===== src/design/ffha_pkg.sv =====
// ----------------------------------------------------------------------------
// ffha_pkg
// Shared constants, header layout, codes and interface structs of the
// first-fit heap allocator.
// ----------------------------------------------------------------------------
`default_nettype none

package ffha_pkg;

  localparam int HEAP_BYTES        = 16384;
  localparam int HEADER_BYTES      = 12;
  localparam int MIN_SPLIT_PAYLOAD = 8;
  localparam int REGION_MIN        = 64;
  localparam int REGION_RESET      = 4096;
  localparam int SIZE_ALIGN        = 8;

  localparam int OFF_W   = $clog2(HEAP_BYTES);
  localparam int SIZE_W  = OFF_W + 1;
  localparam int REQ_W   = 16;
  localparam int RSIZE_W = REQ_W + 1;
  localparam int CMP_W   = RSIZE_W + 1;

  localparam int WORD_BYTES = 4;
  localparam int MEM_DEPTH  = HEAP_BYTES / WORD_BYTES;
  localparam int ADDR_W     = $clog2(MEM_DEPTH);

  typedef struct packed {
    logic              used;
    logic [OFF_W-1:0]  next;
    logic [SIZE_W-1:0] size;
  } hdr_t;

  typedef enum logic [1:0] {
    STAT_DONE  = 2'd0,
    STAT_NULL  = 2'd1,
    STAT_NOFIT = 2'd2
  } status_t;

  typedef enum logic [0:0] {
    OP_ALLOC = 1'b0,
    OP_FREE  = 1'b1
  } op_t;

  typedef enum logic [2:0] {
    S_INIT,
    S_IDLE,
    S_A_CHK,
    S_A_WR,
    S_F_CHK,
    S_F_MRG,
    S_RES
  } state_t;

  typedef struct packed {
    logic              we;
    logic [ADDR_W-1:0] waddr;
    hdr_t              wdata;
    logic              re;
    logic [ADDR_W-1:0] raddr;
  } mem_req_t;

  typedef struct packed {
    status_t          status;
    logic [OFF_W-1:0] offset;
  } result_t;

  // block offsets are word aligned
  function automatic logic [ADDR_W-1:0] addr_of(input logic [OFF_W-1:0] off);
    return off[OFF_W-1:OFF_W-ADDR_W];
  endfunction

endpackage

`default_nettype wire


===== src/design/ffha_out_reg.sv =====
// ----------------------------------------------------------------------------
// ffha_out_reg
// Result output register; frees the walker while a result waits downstream.
// ----------------------------------------------------------------------------
`default_nettype none

module ffha_out_reg (
  input  wire logic              clk,
  input  wire logic              rst_n,
  input  wire logic              res_valid,
  output logic                   res_ready,
  input  wire ffha_pkg::result_t res,
  output logic                   out_valid,
  input  wire logic              out_ready,
  output ffha_pkg::result_t      out_res
);

  logic              valid_r, valid_nxt;
  ffha_pkg::result_t data_r;

  always_comb begin
    res_ready = !valid_r || out_ready;
    valid_nxt = res_valid || (valid_r && !out_ready);
  end

  always_ff @(posedge clk) begin
    if (!rst_n) begin
      valid_r <= 1'b0;
    end else begin
      valid_r <= valid_nxt;
    end
  end

  always_ff @(posedge clk) begin
    if (res_valid && res_ready) begin
      data_r <= res;
    end
  end

  assign out_valid = valid_r;
  assign out_res   = data_r;

endmodule

`default_nettype wire


===== config.mk =====
export PLATFORM = sky130hd
export DESIGN_NAME = ffha_out_reg
export DESIGN_NICKNAME = d
export VERILOG_FILES = /design/src/design/ffha_pkg.sv /design/src/design/ffha_out_reg.sv
export SDC_FILE = /design/constraint.sdc
export NUM_CORES = 1
export LEC_CHECK = 0
export BUFFER_PORTS_ARGS = -buffer_cell sky130_fd_sc_hd__buf_2
export CELL_PAD_IN_SITES_DETAIL_PLACEMENT = 1
export CELL_PAD_IN_SITES_GLOBAL_PLACEMENT = 1
export CORE_AREA = 2 2 54 46
export CTS_CLUSTER_SIZE = 16
export DETAILED_ROUTE_END_ITERATION = 8
export DIE_AREA = 0 0 56 48
export GPL_ROUTABILITY_DRIVEN = 1
export GPL_TIMING_DRIVEN = 0
export PLACE_DENSITY = 0.76
export RECOVER_POWER = 25
export SLEW_MARGIN = 20
export SYNTH_ARGS = -nofsm -noshare
export SYNTH_HDL_FRONTEND = slang
export SYNTH_SLANG_ARGS = --single-unit

===== constraint.sdc =====
create_clock -name clk -period 1 [get_ports clk]
set_clock_uncertainty 0.2 [all_clocks]
set_input_delay 0.1 -clock clk [delete_from_list [all_inputs] [get_ports clk]]
set_output_delay 0.1 -clock clk [all_outputs]
set_load 0.02 [all_outputs]

==> run metrics, run 1 <==
vias per std cell=between 4 and 5; Power, Total=~0.0014 W; Worst Setup Start Kind=flip-flop; initial antenna violation count=0; R2R Setup Slk=-0.15 ns; Routed Wire Length=about 1.5 mm; Max-slew headroom=0.917; clock tree buffer depth=2; critical path type=reg2reg; cts hold-fix bufs=18; CP Capture Type=flip-flop; Unique masters post-synth=6; asr flop ratio synth=0; fin crit share=1.15; Seq/Total Area, Yosys=0.930; RR Startpoint=out_valid$_SDFF_PN0_; syn nets=about 40; peak supply drop=757 µV; Worst Setup SP=out_valid$_SDFF_PN0_; Starting DRT DRC Count=0; Final Hold Vio Count=0; Buffers on Ports=37; die width=56 µm; global-route wire length before repair=approximately 2.1 mm; ys flop type=edfxtp_1; TritonCTS clock tree=done; # DRC=0; Global Route Usage Sum=0.113; Row Count=15; Syn Area/Cell=25.6 µm²; fmax=between 800 and 900 MHz; Post-Syn Instances=21; Core Area=about 2100 µm²; HP Class=in2reg; clk_lat worst skew=~0.28 ns; Post-synth EDFFs=16; vias in the first global route=about 450; DRT antenna net count=0; violated checks=negative setup slack; final setup vio count=34; cts bufs inserted=3; Initial Utilization=0.256; H-tree Lvls=1; status=complete, but fails checks; Syn-to-layout area delta=92.8%; clk sink count=17; die footprint=between 2000 and 3000 µm²; synthesis-stage register bit count=17; Synth top area share=0.893; worst setup margin=-0.153 ns; fill count=roughly 210; CP max FO=8; RePlAce Congestion=between 0.6 and 0.7; Slew @ Worst Pin=about 0.13 ns; RSZ-0062 raised after global routing=yes; synth warn=0; Avg WL per Cell=roughly 14 µm; Reg clk slew, reported paths=0.09 ns; Pleak=0.449 nW; top cells by area, synth=edfxtp_1 89%, dfxtp_1 3.7%, nand2b_4 2.6%; area of placed instances=758 µm²; WP data required=approximately 0.79 ns; design area=slightly above 1000 µm²; count of pins over their slew limit=0; Reg2Reg Depth=2; Power Density=~1400 nW/µm²; Max Cap Viol=0; CP arrival=between 0.9 and 1 ns; reg-to-reg endpoint=out_res[8]$_DFFE_PP_; dominant cell type by area after synthesis=edfxtp_1; Top Ports=38; via count=435; Critical Path Sink=out_res[8]$_DFFE_PP_; diode count=0; total congestion overflow=0; Final #Nets=around 100; 1st-pass router iterations=1; fraction of layout cells with a size suffix above 1=0.561; most frequent cell after synthesis=edfxtp_1; CTS root buffer=clkbuf_4; Die Span Y=around 48 µm; Synth Cell Area=between 500 and 600 µm²; fin crit period=around 1.2 ns; largest net degree at the start of global routing=10
[cell type report]
type,count,area [µm²],share of cell area
repair buffers,56,429,0.414
inverters,1,3.75,0.00362
clock buffers,4,26.3,0.0253
flip-flops and latches,17,504,0.486
well taps,25,31.3,0.0302
multi-input cells,4,42.5,0.0410
[state kept, by name, summed over array words and instances, names as in the netlist]
register and flops:
out_res 16, out_valid 1
[worst min-delay path by stage]
stage / from / endpoint / slack, ns / cells past startpoint
detailed placement: res[13] / out_res[13]$_DFFE_PP_ / 0.08 / 1
global placement: res[15] / out_res[15]$_DFFE_PP_ / 0.08 / 1
CTS: out_ready / out_valid$_SDFF_PN0_ / -0.09 / 3
global route: out_ready / out_valid$_SDFF_PN0_ / -0.004 / 4
floorplan: res[0] / out_res[0]$_DFFE_PP_ / -0.001 / 0
finish: out_ready / out_valid$_SDFF_PN0_ / 0.007 / 4
[worst max-delay path: stages (launching register included)]
cell and delay (ns):
dfxtp_4 0.36, nand2b_4 0.08, and2_4 0.21
[repair_timing]
action                     in CTS  in global routing
hold endpoints to repair       17                  1
setup endpoints to repair      34                 34
buffers inserted                0                  1
resized for setup               7                 12
pin swaps                       2                  0
cloned                          1                  0
[placed cells by master (no fill, tap or decap), types with 2 or more instances in the layout]
master and instances:
and2_4 2, buf_2 28, buf_6 9, clkbuf_4 3, dlygate4sd3_1 18, edfxtp_1 16
[metal layers]
layer	global-route usage	part of all wire	wire length (µm)	vias to the layer above
li1	-	-	-	202
met1	0.107	0.37	544	200
met2	0.228	0.54	807	33
met3	0.0649	0.091	136	0
met4	0.0143	0	0	0
met5	0	0	0	-
[report_power, final]
group	internal, W	switching (W)
clock	0.000154	0.000188
sequential	0.000826	0.0000156
combinational	0.000137	0.000111
[logic make-up (layout without fill, tap and decap cells)]
family          count (synthesis)  in the layout  share of synthesized area
buf+inv                         1             61                    0.00697
simple gates                    2              3                     0.0419
flops                          17             17                      0.930
compound gates                  1              1                     0.0209
[per-stage QoR]
step,util,setup slack (ns),hold slack (ns),setup TNS (ns),cells
after floorplan,-,-0.228,-0.00113,-3.65,21
after CTS,0.472,-0.159,-0.0942,-4.71,106
after global routing,0.493,-0.187,-0.00368,-5.58,107
after detailed placement,0.361,-0.205,0.0789,-3.28,83
after global placement,0.361,-0.185,0.0775,-2.95,83
final,0.493,-0.153,0.00726,-4.32,107
Note: power is estimated with default switching activity, not from simulation.
==> inputs of run 2 (changes only) <==
--- a/constraint.sdc
+++ b/constraint.sdc
@@ -4,2 +4,2 @@
 set_output_delay 0.1 -clock clk [all_outputs]
-set_load 0.02 [all_outputs]
+set_load 0.1 [all_outputs]
==> run 2 against run 1 <==
Effect of this change:
- die area did not move
- sequential cell count did not move
- critical path depth did not move
- first-iteration DRC count rose by 5
- clock power rose by 2%
- non-clock buffer count fell by 1
- register-to-register slack got worse by 0.08 ns
- utilization rose by 2.9 points
- hold slack got worse by 0.082 ns
- the flow finishes with violations (negative hold slack, negative setup slack)
- sequential share of layout area fell by 2.7 points
- combinational power rose by 110%
- global-route usage rose by 0.54 points
==> run metrics, run 2 (synthesis results as in run 1) <==
status=complete, but fails checks; violated checks=negative hold slack, negative setup slack; CTS root buffer=clkbuf_4; clk_lat worst skew=about 0.28 ns; RSZ-0062 raised after global routing=yes; dpl hpwl=about 830 µm; H-tree Lvls=1; CP Capture Type=primary output; cts bufs inserted=3; leading cell types in the layout, fill and taps excluded=19 x buf_2, 18 x dlygate4sd3_1, 16 x edfxtp_1, 16 x buf_6, 3 x clkbuf_4; Starting DRT DRC Count=5; design area=around 1100 µm²; RePlAce Congestion=around 0.62; Core Area=approximately 2100 µm²; vias in the first global route=450; commonest non-fill, non-tap cell in the layout=buf_2; diode count=0; Reg clk slew, reported paths=0.09 ns; placed insts=83; final setup vio count=34; vias per std cell=~4.1; Initial Utilization=0.256; die footprint=2690 µm²; Die Span Y=between 40 and 50 µm; 1st-pass router iterations=3; WP data required=approximately 0.70 ns; clock tree buffer depth=2; DRT antenna net count=0; Top Ports=38; # DRC=0; peak supply drop=approximately 860 µV; initial antenna violation count=0; Row Count=15; critical path type=reg2out; fraction of layout cells with a size suffix above 1=0.568; largest net degree at the start of global routing=11; count of pins over their slew limit=0; Hold WS=-0.0744 ns; Pleak=~0.47 nW; fmax=a little over 800 MHz; Max Cap Viol=0; fin crit share=1.23; worst setup margin=-0.233 ns; cts hold-fix bufs=18; fin crit period=~1.2 ns; Worst Setup Start Kind=flip-flop; HP Class=in2reg; CP arrival=0.93 ns; Syn-to-layout area delta=104%; Power Density=1570 nW/µm²; area of placed instances=758 µm²; total congestion overflow=0; Final Hold Vio Count=1; Avg WL per Cell=13.9 µm; TritonCTS clock tree=done; Routed Wire Length=1.48 mm; Buffers on Ports=37; Non-Filler Instances=106; number of flip-flops in the largest register=16; global-route wire length before repair=~2.2 mm; clk sink count=17; Slew @ Worst Pin=between 0.2 and 0.25 ns; Max-slew headroom=0.862; Final TNS setup=-6.37 ns; Global Route Usage Sum=0.119; Final #Nets=slightly above 100; die width=roughly 56 µm; CP max FO=4; via count=about 430
-- run 2: cell types whose count changed in the layout (fill, tap and decap cells not counted) --
cell      before  now
buf_2         28   19
buf_6          9   16
and2_2         0    1
and2_4         2    1
buf_12         0    1
buf_4          1    0
buf_8          0    1
clkbuf_1       1    0
clkinv_2       0    1
-- run 2: final timing paths --
path | slack (ns) | endpoint | cells past startpoint | from
hold / removal | -0.07 | out_valid$_SDFF_PN0_ | 3 | out_ready
hold reg to reg | 0.35 | out_valid$_SDFF_PN0_ | 2 | out_valid$_SDFF_PN0_
setup / recovery | -0.23 | res_ready | 2 | out_valid$_SDFF_PN0_
setup reg to reg | -0.23 | out_res[2]$_DFFE_PP_ | 2 | out_valid$_SDFF_PN0_
-- run 2: what timing repair did --
item | in CTS | in global routing
setup endpoints to repair | 34 | 34
pin swaps | 1 | 0
gates resized for setup | 38 | 1
buffers inserted | 0 | 0
gates cloned | 1 | 0
hold endpoints to repair | 17 | 1
-- run 2: area by class of cell --
cell class / instances / area (µm²)
fill: 209 / 1000
sequential: 17 / 504
timing repair buffer: 55 / 490
multi-input combinational: 4 / 41.3
tap: 25 / 31.3
clock buffer: 3 / 22.5
clock inverter: 1 / 5.00
inverter: 1 / 3.75
-- run 2: worst max-delay path, cell delays in order, from the launching register on --
cell and delay, ns:
dfxtp_4 0.37, nand2b_4 0.10, buf_12 0.18
-- run 2: metrics by stage --
step	util	power [W]	worst slack (ns)
4_1_cts	0.521	0.00174	-0.244
3_5_place_dp	0.361	0.00126	-0.210
3_3_place_gp	0.361	0.00126	-0.183
2_1_floorplan	-	0.00118	-0.562
5_1_grt	0.523	0.00179	-0.275
6_report	0.523	0.00172	-0.233
-- run 2: per-layer routing --
| metal | global-route usage | wire (µm) | up-vias |
|---|---|---|---|
| met2 | 0.249 | 860 | 30 |
| met3 | 0.0541 | 124 | 0 |
| li1 | - | - | 199 |
| met4 | 0.0143 | 0 | 0 |
| met1 | 0.113 | 491 | 203 |
| met5 | 0 | 0 | - |
-- run 2: power breakdown --
group	internal [W]	switching, W
clock	0.000149	0.000201
combinational	0.000165	0.000362
sequential	0.000827	0.0000207
total	0.00114	0.000584
