`config.mk`:
```
export PLATFORM = sky130hd
export DESIGN_NAME = ffha_ctrl
export DESIGN_NICKNAME = d
export VERILOG_FILES = /design/src/design/ffha_pkg.sv /design/src/design/ffha_ctrl.sv
export SDC_FILE = /design/constraint.sdc
export NUM_CORES = 1
export LEC_CHECK = 0
export BUFFER_PORTS_ARGS = -buffer_cell sky130_fd_sc_hd__buf_2
export CAP_MARGIN = 20
export CORE_MARGIN = 3
export CORE_UTILIZATION = 53
export DETAILED_ROUTE_END_ITERATION = 6
export PLACE_DENSITY = 0.81
export SYNTH_ARGS = -nofsm -noshare
export SYNTH_HDL_FRONTEND = slang
export SYNTH_SLANG_ARGS = --single-unit
```
`constraint.sdc`:
```
create_clock -name clk -period 4.37 [get_ports clk]
set_input_delay 0.437 -clock clk [delete_from_list [all_inputs] [get_ports clk]]
set_output_delay 0.437 -clock clk [all_outputs]
set_load 0.03 [all_outputs]
```
`src/design/ffha_pkg.sv`:
```
// ----------------------------------------------------------------------------
// ffha_pkg
// Shared constants, header layout, codes and interface structs of the
// first-fit heap allocator.
// ----------------------------------------------------------------------------
`default_nettype none

package ffha_pkg;

  localparam int HEAP_BYTES        = 16384;
  localparam int HEADER_BYTES      = 12;
  localparam int MIN_SPLIT_PAYLOAD = 8;
  localparam int REGION_MIN        = 64;
  localparam int REGION_RESET      = 4096;
  localparam int SIZE_ALIGN        = 8;

  localparam int OFF_W   = $clog2(HEAP_BYTES);
  localparam int SIZE_W  = OFF_W + 1;
  localparam int REQ_W   = 16;
  localparam int RSIZE_W = REQ_W + 1;
  localparam int CMP_W   = RSIZE_W + 1;

  localparam int WORD_BYTES = 4;
  localparam int MEM_DEPTH  = HEAP_BYTES / WORD_BYTES;
  localparam int ADDR_W     = $clog2(MEM_DEPTH);

  typedef struct packed {
    logic              used;
    logic [OFF_W-1:0]  next;
    logic [SIZE_W-1:0] size;
  } hdr_t;

  typedef enum logic [1:0] {
    STAT_DONE  = 2'd0,
    STAT_NULL  = 2'd1,
    STAT_NOFIT = 2'd2
  } status_t;

  typedef enum logic [0:0] {
    OP_ALLOC = 1'b0,
    OP_FREE  = 1'b1
  } op_t;

  typedef enum logic [2:0] {
    S_INIT,
    S_IDLE,
    S_A_CHK,
    S_A_WR,
    S_F_CHK,
    S_F_MRG,
    S_RES
  } state_t;

  typedef struct packed {
    logic              we;
    logic [ADDR_W-1:0] waddr;
    hdr_t              wdata;
    logic              re;
    logic [ADDR_W-1:0] raddr;
  } mem_req_t;

  typedef struct packed {
    status_t          status;
    logic [OFF_W-1:0] offset;
  } result_t;

  // block offsets are word aligned
  function automatic logic [ADDR_W-1:0] addr_of(input logic [OFF_W-1:0] off);
    return off[OFF_W-1:OFF_W-ADDR_W];
  endfunction

endpackage

`default_nettype wire

```
`src/design/ffha_ctrl.sv`:
```
// ----------------------------------------------------------------------------
// ffha_ctrl
// Chain walker: reads one header per cycle, decides fit, split, free and
// merge, writes headers back and produces one result per item.
// ----------------------------------------------------------------------------
`default_nettype none

module ffha_ctrl (
  input  wire logic                          clk,
  input  wire logic                          rst_n,
  input  wire logic                          cfg_wr_en,
  input  wire logic [ffha_pkg::SIZE_W-1:0]   cfg_wr_data,
  input  wire logic                          in_valid,
  output logic                               in_ready,
  input  wire ffha_pkg::op_t                 in_op,
  input  wire logic [ffha_pkg::REQ_W-1:0]    in_size,
  input  wire logic [ffha_pkg::OFF_W-1:0]    in_off,
  output ffha_pkg::mem_req_t                 mem_req,
  input  wire ffha_pkg::hdr_t                mem_rd,
  output logic                               res_valid,
  input  wire logic                          res_ready,
  output ffha_pkg::result_t                  res
);

  localparam int OFF_W  = ffha_pkg::OFF_W;
  localparam int SIZE_W = ffha_pkg::SIZE_W;
  localparam int RS_W   = ffha_pkg::RSIZE_W;
  localparam int CMP_W  = ffha_pkg::CMP_W;

  ffha_pkg::state_t  state_r, state_nxt;
  logic [SIZE_W-1:0] heap_r, heap_nxt;
  logic [OFF_W-1:0]  cur_r, cur_nxt;
  logic [OFF_W-1:0]  target_r, target_nxt;
  logic [RS_W-1:0]   rsize_r, rsize_nxt;
  ffha_pkg::hdr_t    hdr_r, hdr_nxt;
  ffha_pkg::result_t res_r, res_nxt;

  logic              fit;
  logic              split_ok;
  logic [CMP_W-1:0]  split_off;
  ffha_pkg::hdr_t    merged;
  logic [SIZE_W-1:0] clamped;

  always_comb begin
    fit = !mem_rd.used && (CMP_W'(mem_rd.size) >= CMP_W'(rsize_r));
    split_off = CMP_W'(cur_r) + CMP_W'(rsize_r) + CMP_W'(ffha_pkg::HEADER_BYTES);
    split_ok = (CMP_W'(mem_rd.size) >= CMP_W'(rsize_r)
                + CMP_W'(ffha_pkg::HEADER_BYTES + ffha_pkg::MIN_SPLIT_PAYLOAD))
               && (split_off < CMP_W'(ffha_pkg::HEAP_BYTES));
    merged.used = 1'b0;
    merged.next = mem_rd.next;
    merged.size = hdr_r.size + SIZE_W'(ffha_pkg::HEADER_BYTES) + mem_rd.size;
    priority if (cfg_wr_data < SIZE_W'(ffha_pkg::REGION_MIN)) begin
      clamped = SIZE_W'(ffha_pkg::REGION_MIN);
    end else if (cfg_wr_data > SIZE_W'(ffha_pkg::HEAP_BYTES)) begin
      clamped = SIZE_W'(ffha_pkg::HEAP_BYTES);
    end else begin
      clamped = cfg_wr_data;
    end
  end

  always_comb begin
    state_nxt  = state_r;
    heap_nxt   = heap_r;
    cur_nxt    = cur_r;
    target_nxt = target_r;
    rsize_nxt  = rsize_r;
    hdr_nxt    = hdr_r;
    res_nxt    = res_r;
    mem_req    = '0;
    in_ready   = 1'b0;
    res_valid  = 1'b0;

    unique case (state_r)
      ffha_pkg::S_INIT: begin
        mem_req.we         = 1'b1;
        mem_req.waddr      = '0;
        mem_req.wdata.used = 1'b0;
        mem_req.wdata.next = '0;
        mem_req.wdata.size = heap_r - SIZE_W'(ffha_pkg::HEADER_BYTES);
        state_nxt          = ffha_pkg::S_IDLE;
      end
      ffha_pkg::S_IDLE: begin
        in_ready = 1'b1;
        if (in_valid) begin
          cur_nxt = '0;
          if (in_op == ffha_pkg::OP_ALLOC) begin
            if (in_size == '0) begin
              res_nxt   = '{status: ffha_pkg::STAT_NULL, offset: '0};
              state_nxt = ffha_pkg::S_RES;
            end else begin
              rsize_nxt = (RS_W'(in_size) + RS_W'(ffha_pkg::SIZE_ALIGN - 1))
                          & ~RS_W'(ffha_pkg::SIZE_ALIGN - 1);
              mem_req.re    = 1'b1;
              mem_req.raddr = '0;
              state_nxt     = ffha_pkg::S_A_CHK;
            end
          end else begin
            if (in_off < OFF_W'(ffha_pkg::HEADER_BYTES)) begin
              res_nxt   = '{status: ffha_pkg::STAT_NULL, offset: '0};
              state_nxt = ffha_pkg::S_RES;
            end else begin
              target_nxt    = in_off - OFF_W'(ffha_pkg::HEADER_BYTES);
              mem_req.re    = 1'b1;
              mem_req.raddr = '0;
              state_nxt     = ffha_pkg::S_F_CHK;
            end
          end
        end
      end
      ffha_pkg::S_A_CHK: begin
        if (fit) begin
          res_nxt = '{status: ffha_pkg::STAT_DONE,
                      offset: cur_r + OFF_W'(ffha_pkg::HEADER_BYTES)};
          mem_req.we = 1'b1;
          if (split_ok) begin
            // remainder header first, then the granted block
            mem_req.waddr      = ffha_pkg::addr_of(split_off[OFF_W-1:0]);
            mem_req.wdata.used = 1'b0;
            mem_req.wdata.next = mem_rd.next;
            mem_req.wdata.size = mem_rd.size - rsize_r[SIZE_W-1:0]
                                 - SIZE_W'(ffha_pkg::HEADER_BYTES);
            hdr_nxt.used = 1'b1;
            hdr_nxt.next = split_off[OFF_W-1:0];
            hdr_nxt.size = rsize_r[SIZE_W-1:0];
            state_nxt    = ffha_pkg::S_A_WR;
          end else begin
            mem_req.waddr      = ffha_pkg::addr_of(cur_r);
            mem_req.wdata.used = 1'b1;
            mem_req.wdata.next = mem_rd.next;
            mem_req.wdata.size = mem_rd.size;
            state_nxt          = ffha_pkg::S_RES;
          end
        end else if (mem_rd.next == '0) begin
          res_nxt   = '{status: ffha_pkg::STAT_NOFIT, offset: '0};
          state_nxt = ffha_pkg::S_RES;
        end else begin
          cur_nxt       = mem_rd.next;
          mem_req.re    = 1'b1;
          mem_req.raddr = ffha_pkg::addr_of(mem_rd.next);
        end
      end
      ffha_pkg::S_A_WR: begin
        mem_req.we    = 1'b1;
        mem_req.waddr = ffha_pkg::addr_of(cur_r);
        mem_req.wdata = hdr_r;
        state_nxt     = ffha_pkg::S_RES;
      end
      ffha_pkg::S_F_CHK: begin
        if (cur_r == target_r) begin
          hdr_nxt.used = 1'b0;
          hdr_nxt.next = mem_rd.next;
          hdr_nxt.size = mem_rd.size;
          if (mem_rd.next == '0) begin
            mem_req.we         = 1'b1;
            mem_req.waddr      = ffha_pkg::addr_of(cur_r);
            mem_req.wdata.used = 1'b0;
            mem_req.wdata.next = mem_rd.next;
            mem_req.wdata.size = mem_rd.size;
            res_nxt   = '{status: ffha_pkg::STAT_DONE, offset: '0};
            state_nxt = ffha_pkg::S_RES;
          end else begin
            mem_req.re    = 1'b1;
            mem_req.raddr = ffha_pkg::addr_of(mem_rd.next);
            state_nxt     = ffha_pkg::S_F_MRG;
          end
        end else if (mem_rd.next == '0) begin
          res_nxt   = '{status: ffha_pkg::STAT_NULL, offset: '0};
          state_nxt = ffha_pkg::S_RES;
        end else begin
          cur_nxt       = mem_rd.next;
          mem_req.re    = 1'b1;
          mem_req.raddr = ffha_pkg::addr_of(mem_rd.next);
        end
      end
      ffha_pkg::S_F_MRG: begin
        if (mem_rd.used) begin
          mem_req.we    = 1'b1;
          mem_req.waddr = ffha_pkg::addr_of(cur_r);
          mem_req.wdata = hdr_r;
          res_nxt       = '{status: ffha_pkg::STAT_DONE, offset: '0};
          state_nxt     = ffha_pkg::S_RES;
        end else if (mem_rd.next == '0) begin
          mem_req.we    = 1'b1;
          mem_req.waddr = ffha_pkg::addr_of(cur_r);
          mem_req.wdata = merged;
          res_nxt       = '{status: ffha_pkg::STAT_DONE, offset: '0};
          state_nxt     = ffha_pkg::S_RES;
        end else begin
          hdr_nxt       = merged;
          mem_req.re    = 1'b1;
          mem_req.raddr = ffha_pkg::addr_of(mem_rd.next);
        end
      end
      ffha_pkg::S_RES: begin
        res_valid = 1'b1;
        if (res_ready) begin
          state_nxt = ffha_pkg::S_IDLE;
        end
      end
      default: begin
        state_nxt = ffha_pkg::S_INIT;
      end
    endcase

    if (cfg_wr_en) begin
      heap_nxt  = clamped;
      state_nxt = ffha_pkg::S_INIT;
    end
  end

  always_ff @(posedge clk) begin
    if (!rst_n) begin
      state_r <= ffha_pkg::S_INIT;
      heap_r  <= SIZE_W'(ffha_pkg::REGION_RESET);
    end else begin
      state_r <= state_nxt;
      heap_r  <= heap_nxt;
    end
  end

  always_ff @(posedge clk) begin
    cur_r    <= cur_nxt;
    target_r <= target_nxt;
    rsize_r  <= rsize_nxt;
    hdr_r    <= hdr_nxt;
    res_r    <= res_nxt;
  end

  assign res = res_r;

endmodule

`default_nettype wire

```
==> results.json, run 1 <==
{
  "numPortBuffers": 154,
  "drt_iter0_drc": 1379,
  "synth-main-ff-cell": "edfxtp_1",
  "die-width_um": 140,
  "antenna_found_initial": 0,
  "cpPeakStageDelay_ps": 470,
  "root_buffer": "clkbuf_16",
  "grt_pass1_vias": 8778,
  "post-route-period-util": 0.981,
  "n_antenna_cell": 0,
  "rsz0062_at_grt": "true",
  "max-clock-path-buffers": 2,
  "first_pass_iters": 7,
  "regToRegStartpoint": "rsize_r[4]",
  "tns_ps": 0,
  "crit_path_start_kind": "flip-flop",
  "routed_wl_um": 29900,
  "area_growth_pct": 17.1,
  "synth_async_sr_flop_share": 0,
  "dieArea_sq_mm": 0.0195,
  "end_kind": "output port",
  "synth_warnings": 0,
  "cts_buffers": 9,
  "hold_class": "in2reg",
  "yosysTopAreaCell": "edfxtp_1",
  "met1Wirelength_um": 12200,
  "worstMarginPinSlew_ps": 1020,
  "ff2ff_path_depth": 12,
  "crit_chain": "inv_1 > ha_1 > inv_1 > ha_1 > fa_2 > a21o_1 > a21o_1 > nand3_2 > a31oi_2 > mux2_4 > or4_4 > buf_4 > nor3_1 > o32ai_1 > buf_4",
  "hold_viol_final": 0,
  "maxSlewHeadroom": 0.317,
  "ioPinCount": 155,
  "final_util": 0.638,
  "arrival_ps": 3850,
  "slowest_stage": "or4_4",
  "final_max_slew_viol_count": 0,
  "ir_drop_uv": 238,
  "wl_met3_um": 3350,
  "clkSinkCount": 106,
  "grt_pass1_wl_um": 47000,
  "hold_depth": 1,
  "yosysTopAreaCellShare": 0.279,
  "setup_slack_ps": 81.7,
  "leakagePower_nw": 4.79,
  "multiInputGateArea_sq_mm": 0.00604,
  "finalSetupViolCount": 0,
  "outcome": "complete, but fails checks",
  "final-seq-area_sq_mm": 0.00300,
  "clkTransAtPathRegs_ps": 80,
  "p_per_area_mw_per_mm2": 251,
  "holdBufCountCts": 0,
  "synth_area_leaders": "edfxtp_1, ha_1, xnor2_1",
  "post-place-ws_ps": 217,
  "whs_ps": 251,
  "place_congestion": 0.998,
  "rr_endpoint": "hdr_r[1]",
  "nFillCells": 1439,
  "power.total_mw": 2.78,
  "synth_edf_count": 88,
  "antenna_left": 0,
  "num_rows": 48,
  "cap_violations": 0,
  "ff2ff_setup_slack_ps": 710,
  "ctsHtreeMaxLevel": 3,
  "violations": "DRC",
  "synth-seq-cells": 106,
  "drc": 9,
  "tritoncts": "yes",
  "vias": 9357,
  "max_freq_mhz": 233,
  "ys_types": 72,
  "die_h_um": 140,
  "dp_hpwl_um": 23000,
  "hold_start": "in_off[0]",
  "period_needed_ps": 4290,
  "avgSynthCellArea_sq_um": 8.75,
  "worst_ep_required_time_ps": 3930,
  "crit_fanout": 4,
  "syn_area_sq_mm": 0.00946,
  "path_delay_family": "adder cells",
  "start_util": 0.545,
  "holdPathEnd": "target_r[0]",
  "grt_overflow": 0,
  "coreArea_sq_mm": 0.0174,
  "top_layer_used": "met4",
  "synth_cells": 1081,
  "clock_skew_ps": 12.4,
  "synth-seq-area-share": 0.318,
  "layout_common_cells": "buf_2, nor2_1, ha_1, edfxtp_1, nand2_1",
  "clock_latency_ps": 360,
  "mappedNetlistNets": 1265,
  "wl_met2_um": 13500,
  "drive_gt1_frac": 0.194,
  "crit_type": "reg2out",
  "grtUsageTotal": 0.299,
  "avgRoutedWirePerCell_um": 20.2,
  "path_buf_inv": 4,
  "final_common_cell": "buf_2",
  "grt_max_degree": 44,
  "via_per_inst": 6.31,
  "nNetsFinal": 1437
}
-- final cells by class --
| type | count | area share |
|---|---|---|
| Multi-Input combinational cell | 855 | 0.546 |
| Sequential cell | 106 | 0.271 |
| Timing Repair Buffer | 203 | 0.106 |
| Inverter | 78 | 0.0264 |
| Tap cell | 225 | 0.0254 |
| Clock buffer | 9 | 0.0203 |
| Clock inverter | 6 | 0.00520 |
-- metal layers --
metal / track usage / up-vias
met3: 0.0619 / 82
li1: - / 4339
met4: 0.0887 / 0
met5: 0 / -
met2: 0.474 / 566
met1: 0.416 / 4370
-- cell families (layout without fill, tap and decap cells) --
group	count (synthesis)	after routing	share of synthesized area
DFF	106	106	0.318
AOI/OAI and AO/OA	298	298	0.212
xor gates and xnor gates	96	96	0.0889
adders and majority gates	103	103	0.138
muxes	18	18	0.0192
and+or+nand+nor	340	340	0.173
buffers and inverters	120	296	0.0505
-- synthesized netlist by cell type, types with 9 or more instances --
master and number:
nor2_1 103, ha_1 101, edfxtp_1 88, nand2_1 80
inv_1 77, a21oi_1 71, o21ai_0 57, xnor2_1 48
xor2_1 48, nand3_1 39, clkbuf_1 32, nor3_1 27
o22ai_1 25, a22oi_1 19, dfxtp_1 18, and2_1 17
mux2i_1 17, a22o_1 15, nor4_1 15, a21o_1 12
a222oi_1 11, a211oi_1 10, and3_1 10, o21a_1 10
or3_1 10, nand2b_1 9
-- where the power goes --
part / internal [mW] / switching (mW)
clock network: 0.399 / 0.404
logic: 0.302 / 0.517
registers: 1.13 / 0.0296
total: 1.83 / 0.950
-- registers in the layout, summed over array words and instances (netlist names) --
signal	count
cur_r	14
res	16
rsize_r	14
target_r	14
hdr_r	30
state_r	3
heap_r	15
-- how the worst max path moves through the flow --
stage | slack, ps | endpoint | start | depth (start not counted)
after CTS | 40 | mem_req[52] | rsize_r[4] | 13
after global routing | -70 | mem_req[16] | cur_r[3] | 15
after detailed placement | 220 | mem_req[54] | rsize_r[4] | 11
after global placement | 300 | mem_req[54] | rsize_r[4] | 11
final | 80 | mem_req[16] | cur_r[3] | 15
after floorplan | 250 | hdr_r[0] | cur_r[3] | 14
-- per-stage QoR --
| step | instance area (sq um) | std cells |
|---|---|---|
| 6_report | 11100 | 1482 |
| 5_1_grt | 11100 | 1482 |
| 4_1_cts | 10900 | 1469 |
| 3_5_place_dp | 10600 | 1451 |
| 3_3_place_gp | 10600 | 1450 |
| 2_1_floorplan | 9460 | 1081 |
-- what timing repair did --
action,CTS,global route
gates resized for setup,2,9
setup buffers,3,13
pin swaps,1,3
endpoints found under the setup margin,16,24
No activity file was read; power rests on OpenSTA's default activity.
==> run 2: changes to the inputs <==
- CAP_MARGIN: 20 -> unset
- CORE_UTILIZATION: 53 -> 40
- CTS_BUF_LIST: unset -> sky130_fd_sc_hd__clkbuf_4 sky130_fd_sc_hd__clkbuf_8 sky130_fd_sc_hd__clkbuf_16
- PLACE_DENSITY: 0.81 -> 0.64
==> run 2 against run 1 <==
  * The run now ends clean
  * Die area is 31% higher
  * Global-route usage is 6.4 points lower
  * Critical path depth is 2 lower
  * Register-to-register slack improved by 150 ps
  * Final area up 1.4%
  * Sequential cell count stayed put
  * Critical endpoint is now mem_req[26]
==> results.json, run 2 (synthesis gave the netlist of run 1 again) <==
{
  "antenna_found_initial": 0,
  "end_kind": "output port",
  "top_layer_used": "met4",
  "nNetsFinal": 1437,
  "hold_viol_final": 0,
  "tritoncts": "yes",
  "cp_common_cell": "buf_4",
  "area_growth_pct": 18.7,
  "finalSetupViolCount": 0,
  "crit_fanout": 6,
  "nFillCells": 2229,
  "num_rows": 55,
  "power_frac_seq": 0.407,
  "post-route-period-util": 0.969,
  "clkSinkCount": 106,
  "clock_latency_ps": 370,
  "place_congestion": 0.943,
  "worst_ep_required_time_ps": 3930,
  "intPower_mw": 1.84,
  "p_per_area_mw_per_mm2": 253,
  "dieArea_sq_mm": 0.0255,
  "cts_buffers": 9,
  "drc": 0,
  "largest_reg_flops": 30,
  "slowest_stage": "or4_4",
  "multiInputGateArea_sq_mm": 0.00606,
  "layout_common_cells": "buf_2, nor2_1, ha_1, edfxtp_1, nand2_1",
  "coreArea_sq_mm": 0.0229,
  "grt_max_degree": 44,
  "drt_iter0_drc": 960,
  "antenna_left": 0,
  "via_per_inst": 5.75,
  "instances_no_fill": 1571,
  "period_needed_ps": 4240,
  "crit_path_start_kind": "flip-flop",
  "power_frac_comb": 0.289,
  "dp_hpwl_um": 24200,
  "grt_pass1_wl_um": 48200,
  "max-clock-path-buffers": 2,
  "maxSlewHeadroom": 0.304,
  "cpPeakStageDelay_ps": 580,
  "grtUsageTotal": 0.235,
  "whs_ps": 238,
  "arrival_ps": 3800,
  "final_common_cell": "buf_2",
  "crit_chain": "buf_4 > ha_4 > ha_1 > a21o_1 > a21oi_2 > o211ai_2 > a2111oi_4 > a311oi_2 > or4_4 > buf_4 > nand4_1 > o221ai_2 > buf_2",
  "clock_skew_ps": 14.5,
  "worstMarginPinSlew_ps": 1040,
  "final_max_slew_viol_count": 0,
  "clkTransAtPathRegs_ps": 90,
  "max_freq_mhz": 236,
  "routed_wl_um": 31000,
  "path_delay_family": "compound AO/OA/AOI/OAI gates",
  "p_clk_frac": 0.304,
  "root_buffer": "clkbuf_16",
  "ff2ff_setup_slack_ps": 860,
  "ctsHtreeMaxLevel": 3,
  "path_buf_inv": 3,
  "final-seq-area_sq_mm": 0.00300,
  "avgRoutedWirePerCell_um": 19.7,
  "final_util": 0.490,
  "setup_slack_ps": 134,
  "drive_gt1_frac": 0.198,
  "n_antenna_cell": 0,
  "grt_overflow": 0,
  "leakagePower_nw": 4.79,
  "start_util": 0.413,
  "outcome": "finished, final reports clean",
  "ir_drop_uv": 166,
  "largest_register": "hdr_r",
  "vias": 9033,
  "die_h_um": 160,
  "met1Wirelength_um": 13800,
  "wl_met2_um": 14100,
  "grt_pass1_vias": 8619,
  "hold_class": "in2reg",
  "first_pass_iters": 5,
  "netSwitchingFraction": 0.351,
  "numPortBuffers": 154,
  "cap_violations": 0,
  "p_sw_uw": 998,
  "die-width_um": 160,
  "wl_met3_um": 2360,
  "post-place-ws_ps": 281,
  "crit_type": "reg2out",
  "ioPinCount": 155,
  "place_inst": 1541
}
run 2: cell types whose count changed in the layout (fill, tap and decap cells not counted), moves of 2 or more:
cell / delta
buf_4: +2
buf_2: -2
inv_8: -2
clkinv_8: +3
run 2: layout make-up:
cell class / count / area share
inverters: 78 / 0.0261
well taps: 313 / 0.0349
multi-input cells: 855 / 0.540
flip-flops and latches: 106 / 0.268
clock buffers: 9 / 0.0201
clock inverters: 7 / 0.00747
repair buffers: 203 / 0.104
run 2: worst paths after layout:
path	from	cells after the start	endpoint
setup / recovery	rsize_r[4]	13	mem_req[26]
hold / removal	in_off[0]	1	target_r[0]
setup reg to reg	rsize_r[4]	13	hdr_r[14]
hold reg to reg	heap_r[1]	1	heap_r[1]
run 2: stage by stage:
| step | power [mW] | instance area [sq um] | TNS [ps] |
|---|---|---|---|
| finish | 2.84 | 11200 | 0 |
| CTS | 2.83 | 11100 | 0 |
| detailed placement | 1.98 | 10700 | 0 |
| floorplan | 1.70 | 9460 | 0 |
| global route | 2.97 | 11200 | -70.7 |
| global placement | 1.97 | 10700 | 0 |
run 2: power groups by stage:
| stage | combinational [mW] | clock (mW) | sequential [mW] |
|---|---|---|---|
| after CTS | 0.803 | 0.868 | 1.16 |
| after floorplan | 0.514 | 0 | 1.18 |
| after global routing | 0.898 | 0.915 | 1.16 |
| after detailed placement | 0.795 | 0 | 1.18 |
| final | 0.820 | 0.863 | 1.16 |
| after global placement | 0.795 | 0 | 1.18 |
run 2: repair_timing:
| action | in CTS | in global routing |
|---|---|---|
| pin swaps | 1 | 4 |
| hold endpoints to repair | 0 | 0 |
| resized for setup | 2 | 16 |
| cloned | 0 | 0 |
| hold buffers | 0 | 0 |
| endpoints found under the setup margin | 14 | 39 |
| buffers inserted | 5 | 9 |
run 2: per-layer routing:
metal / global-route usage / up-vias
met3: 0.0324 / 53
met1: 0.330 / 4280
met2: 0.380 / 366
met4: 0.0649 / 0
li1: - / 4334
met5: 0 / -
==> run 3: changes to the inputs <==
- CELL_PAD_IN_SITES_DETAIL_PLACEMENT: unset -> 0
- CELL_PAD_IN_SITES_GLOBAL_PLACEMENT: unset -> 1
- CORE_MARGIN: 3 -> 1.5
- PLACE_DENSITY: 0.64 -> 0.81
==> run 3 against run 2 <==
  * Maximum frequency shrank 1.9%
  * Count of clock-buffer cells in the layout is the same
  * Sequential cell count is the same
  * Final area is essentially flat
  * Highest routed layer unchanged
  * Routed wire length shrank 2.2%
  * Critical endpoint is now mem_req[16]
  * Die area shrank 3.7%
  * Sequential share of layout area is essentially flat
  * Final cell count grew 0.19%
  * Total power shrank 0.91%
  * Critical path depth grew 2
  * Worst hold slack gained 0.65 ps
  * Largest cell class unchanged
  * Via count shrank 0.52%
==> results.json, run 3 (synthesis gave the netlist of run 1 again) <==
{
  "outcome": "finished, final reports clean",
  "cpPeakStageDelay_ps": 460,
  "final_max_slew_viol_count": 0,
  "tritoncts": "yes",
  "drt_iter0_drc": 739,
  "routed_wl_um": 30300,
  "root_buffer": "clkbuf_16",
  "nFillCells": 2320,
  "ir_drop_uv": 195,
  "grtUsageTotal": 0.248,
  "end_kind": "output port",
  "clkSinkCount": 106,
  "maxSlewHeadroom": 0.303,
  "n_antenna_cell": 0,
  "grt_pass1_wl_um": 46900,
  "hold_viol_final": 0,
  "p_per_area_mw_per_mm2": 251,
  "area_growth_pct": 18.7,
  "final-seq-area_sq_mm": 0.00300,
  "coreArea_sq_mm": 0.0233,
  "cap_violations": 0,
  "post-route-period-util": 0.988,
  "setup_slack_ps": 51.7,
  "dieArea_sq_mm": 0.0246,
  "place_congestion": 0.904,
  "nNetsFinal": 1434,
  "drive_gt1_frac": 0.197,
  "layout_common_cells": "buf_2, nor2_1, ha_1, edfxtp_1, nand2_1",
  "antenna_left": 0,
  "clock_skew_ps": 13.3,
  "ioPinCount": 155,
  "path_delay_family": "adder cells",
  "arrival_ps": 3880,
  "hold_class": "in2reg",
  "die-width_um": 157,
  "vias": 8986,
  "multiInputGateArea_sq_mm": 0.00606,
  "crit_chain": "inv_1 > ha_1 > inv_1 > ha_1 > fa_2 > a21o_1 > a21o_1 > nand3_2 > a31oi_2 > mux2_4 > or4_4 > buf_4 > nor3_1 > o32ai_1 > buf_4",
  "start_util": 0.405,
  "clock_latency_ps": 370,
  "die_h_um": 157,
  "slowest_stage": "or4_4",
  "cts_buffers": 9,
  "max_freq_mhz": 232,
  "period_needed_ps": 4320,
  "worstMarginPinSlew_ps": 1040,
  "num_rows": 56,
  "first_pass_iters": 5,
  "ctsHtreeMaxLevel": 3,
  "crit_type": "reg2out",
  "crit_fanout": 6,
  "post-place-ws_ps": 218,
  "largest_register": "hdr_r",
  "avgRoutedWirePerCell_um": 19.2,
  "leakagePower_nw": 4.78,
  "numPortBuffers": 154,
  "max-clock-path-buffers": 2,
  "path_buf_inv": 4,
  "via_per_inst": 5.71,
  "crit_path_start_kind": "flip-flop",
  "grt_overflow": 0,
  "final_util": 0.481,
  "rsz0062_at_grt": "true",
  "largest_reg_flops": 30,
  "clkTransAtPathRegs_ps": 80,
  "grt_pass1_vias": 8354,
  "finalSetupViolCount": 0,
  "drc": 0,
  "dp_hpwl_um": 24000,
  "worst_ep_required_time_ps": 3930,
  "final_common_cell": "buf_2",
  "grt_max_degree": 44,
  "antenna_found_initial": 0
}
-- run 3: changes by cell type in the layout (fill, tap and decap cells not counted), sizes merged --
cell	previous run	this run
buf	202	200
inv	79	81
clkinv	6	4
clkbuf	10	9
-- run 3: timing repair --
action,CTS,global route
endpoints found under the hold margin,0,0
gates resized for setup,2,28
pin swaps,0,3
hold buffers,0,0
setup buffers,1,9
endpoints found under the setup margin,22,46
-- run 3: layout make-up --
| type | instances | area share |
|---|---|---|
| Timing Repair Buffer | 200 | 0.104 |
| Inverter | 78 | 0.0261 |
| Tap cell | 319 | 0.0356 |
| Clock inverter | 7 | 0.00680 |
| Sequential cell | 106 | 0.267 |
| Multi-Input combinational cell | 855 | 0.540 |
| Clock buffer | 9 | 0.0201 |
-- run 3: through the flow --
| stage | power (mW) | instances | hold slack (ps) | TNS, ps | cell area (sq um) |
|---|---|---|---|---|---|
| after floorplan | 1.70 | 1081 | 448 | 0 | 9460 |
| after detailed placement | 1.97 | 1548 | 475 | 0 | 10700 |
| after global routing | 2.94 | 1574 | 230 | -189 | 11200 |
| final | 2.82 | 1574 | 239 | 0 | 11200 |
| after CTS | 2.81 | 1565 | 228 | 0 | 11000 |
| after global placement | 1.97 | 1548 | 469 | 0 | 10700 |
-- run 3: final timing paths --
check | start | end | slack (ps) | depth (start not counted)
max | cur_r[3] | mem_req[16] | 50 | 15
min reg2reg | heap_r[1] | heap_r[1] | 490 | 1
max reg2reg | rsize_r[4] | hdr_r[3] | 830 | 12
min | in_off[0] | target_r[0] | 240 | 1
-- run 3: power breakdown --
group          leakage [nW]  internal (mW)  switching (mW)
clock                 0.149          0.409           0.433
sequential            0.951           1.13          0.0274
combinational          3.68          0.304           0.512
total                  4.78           1.84           0.972
-- run 3: routing by layer --
metal / vias to the layer above / GRT usage / wire length, um / share of wire
li1: 4332 / - / - / -
met1: 4218 / 0.342 / 13400 / 0.44
met3: 44 / 0.0418 / 2450 / 0.081
met5: - / 0 / 0 / 0
met4: 0 / 0.0676 / 707 / 0.023
met2: 392 / 0.401 / 13700 / 0.45
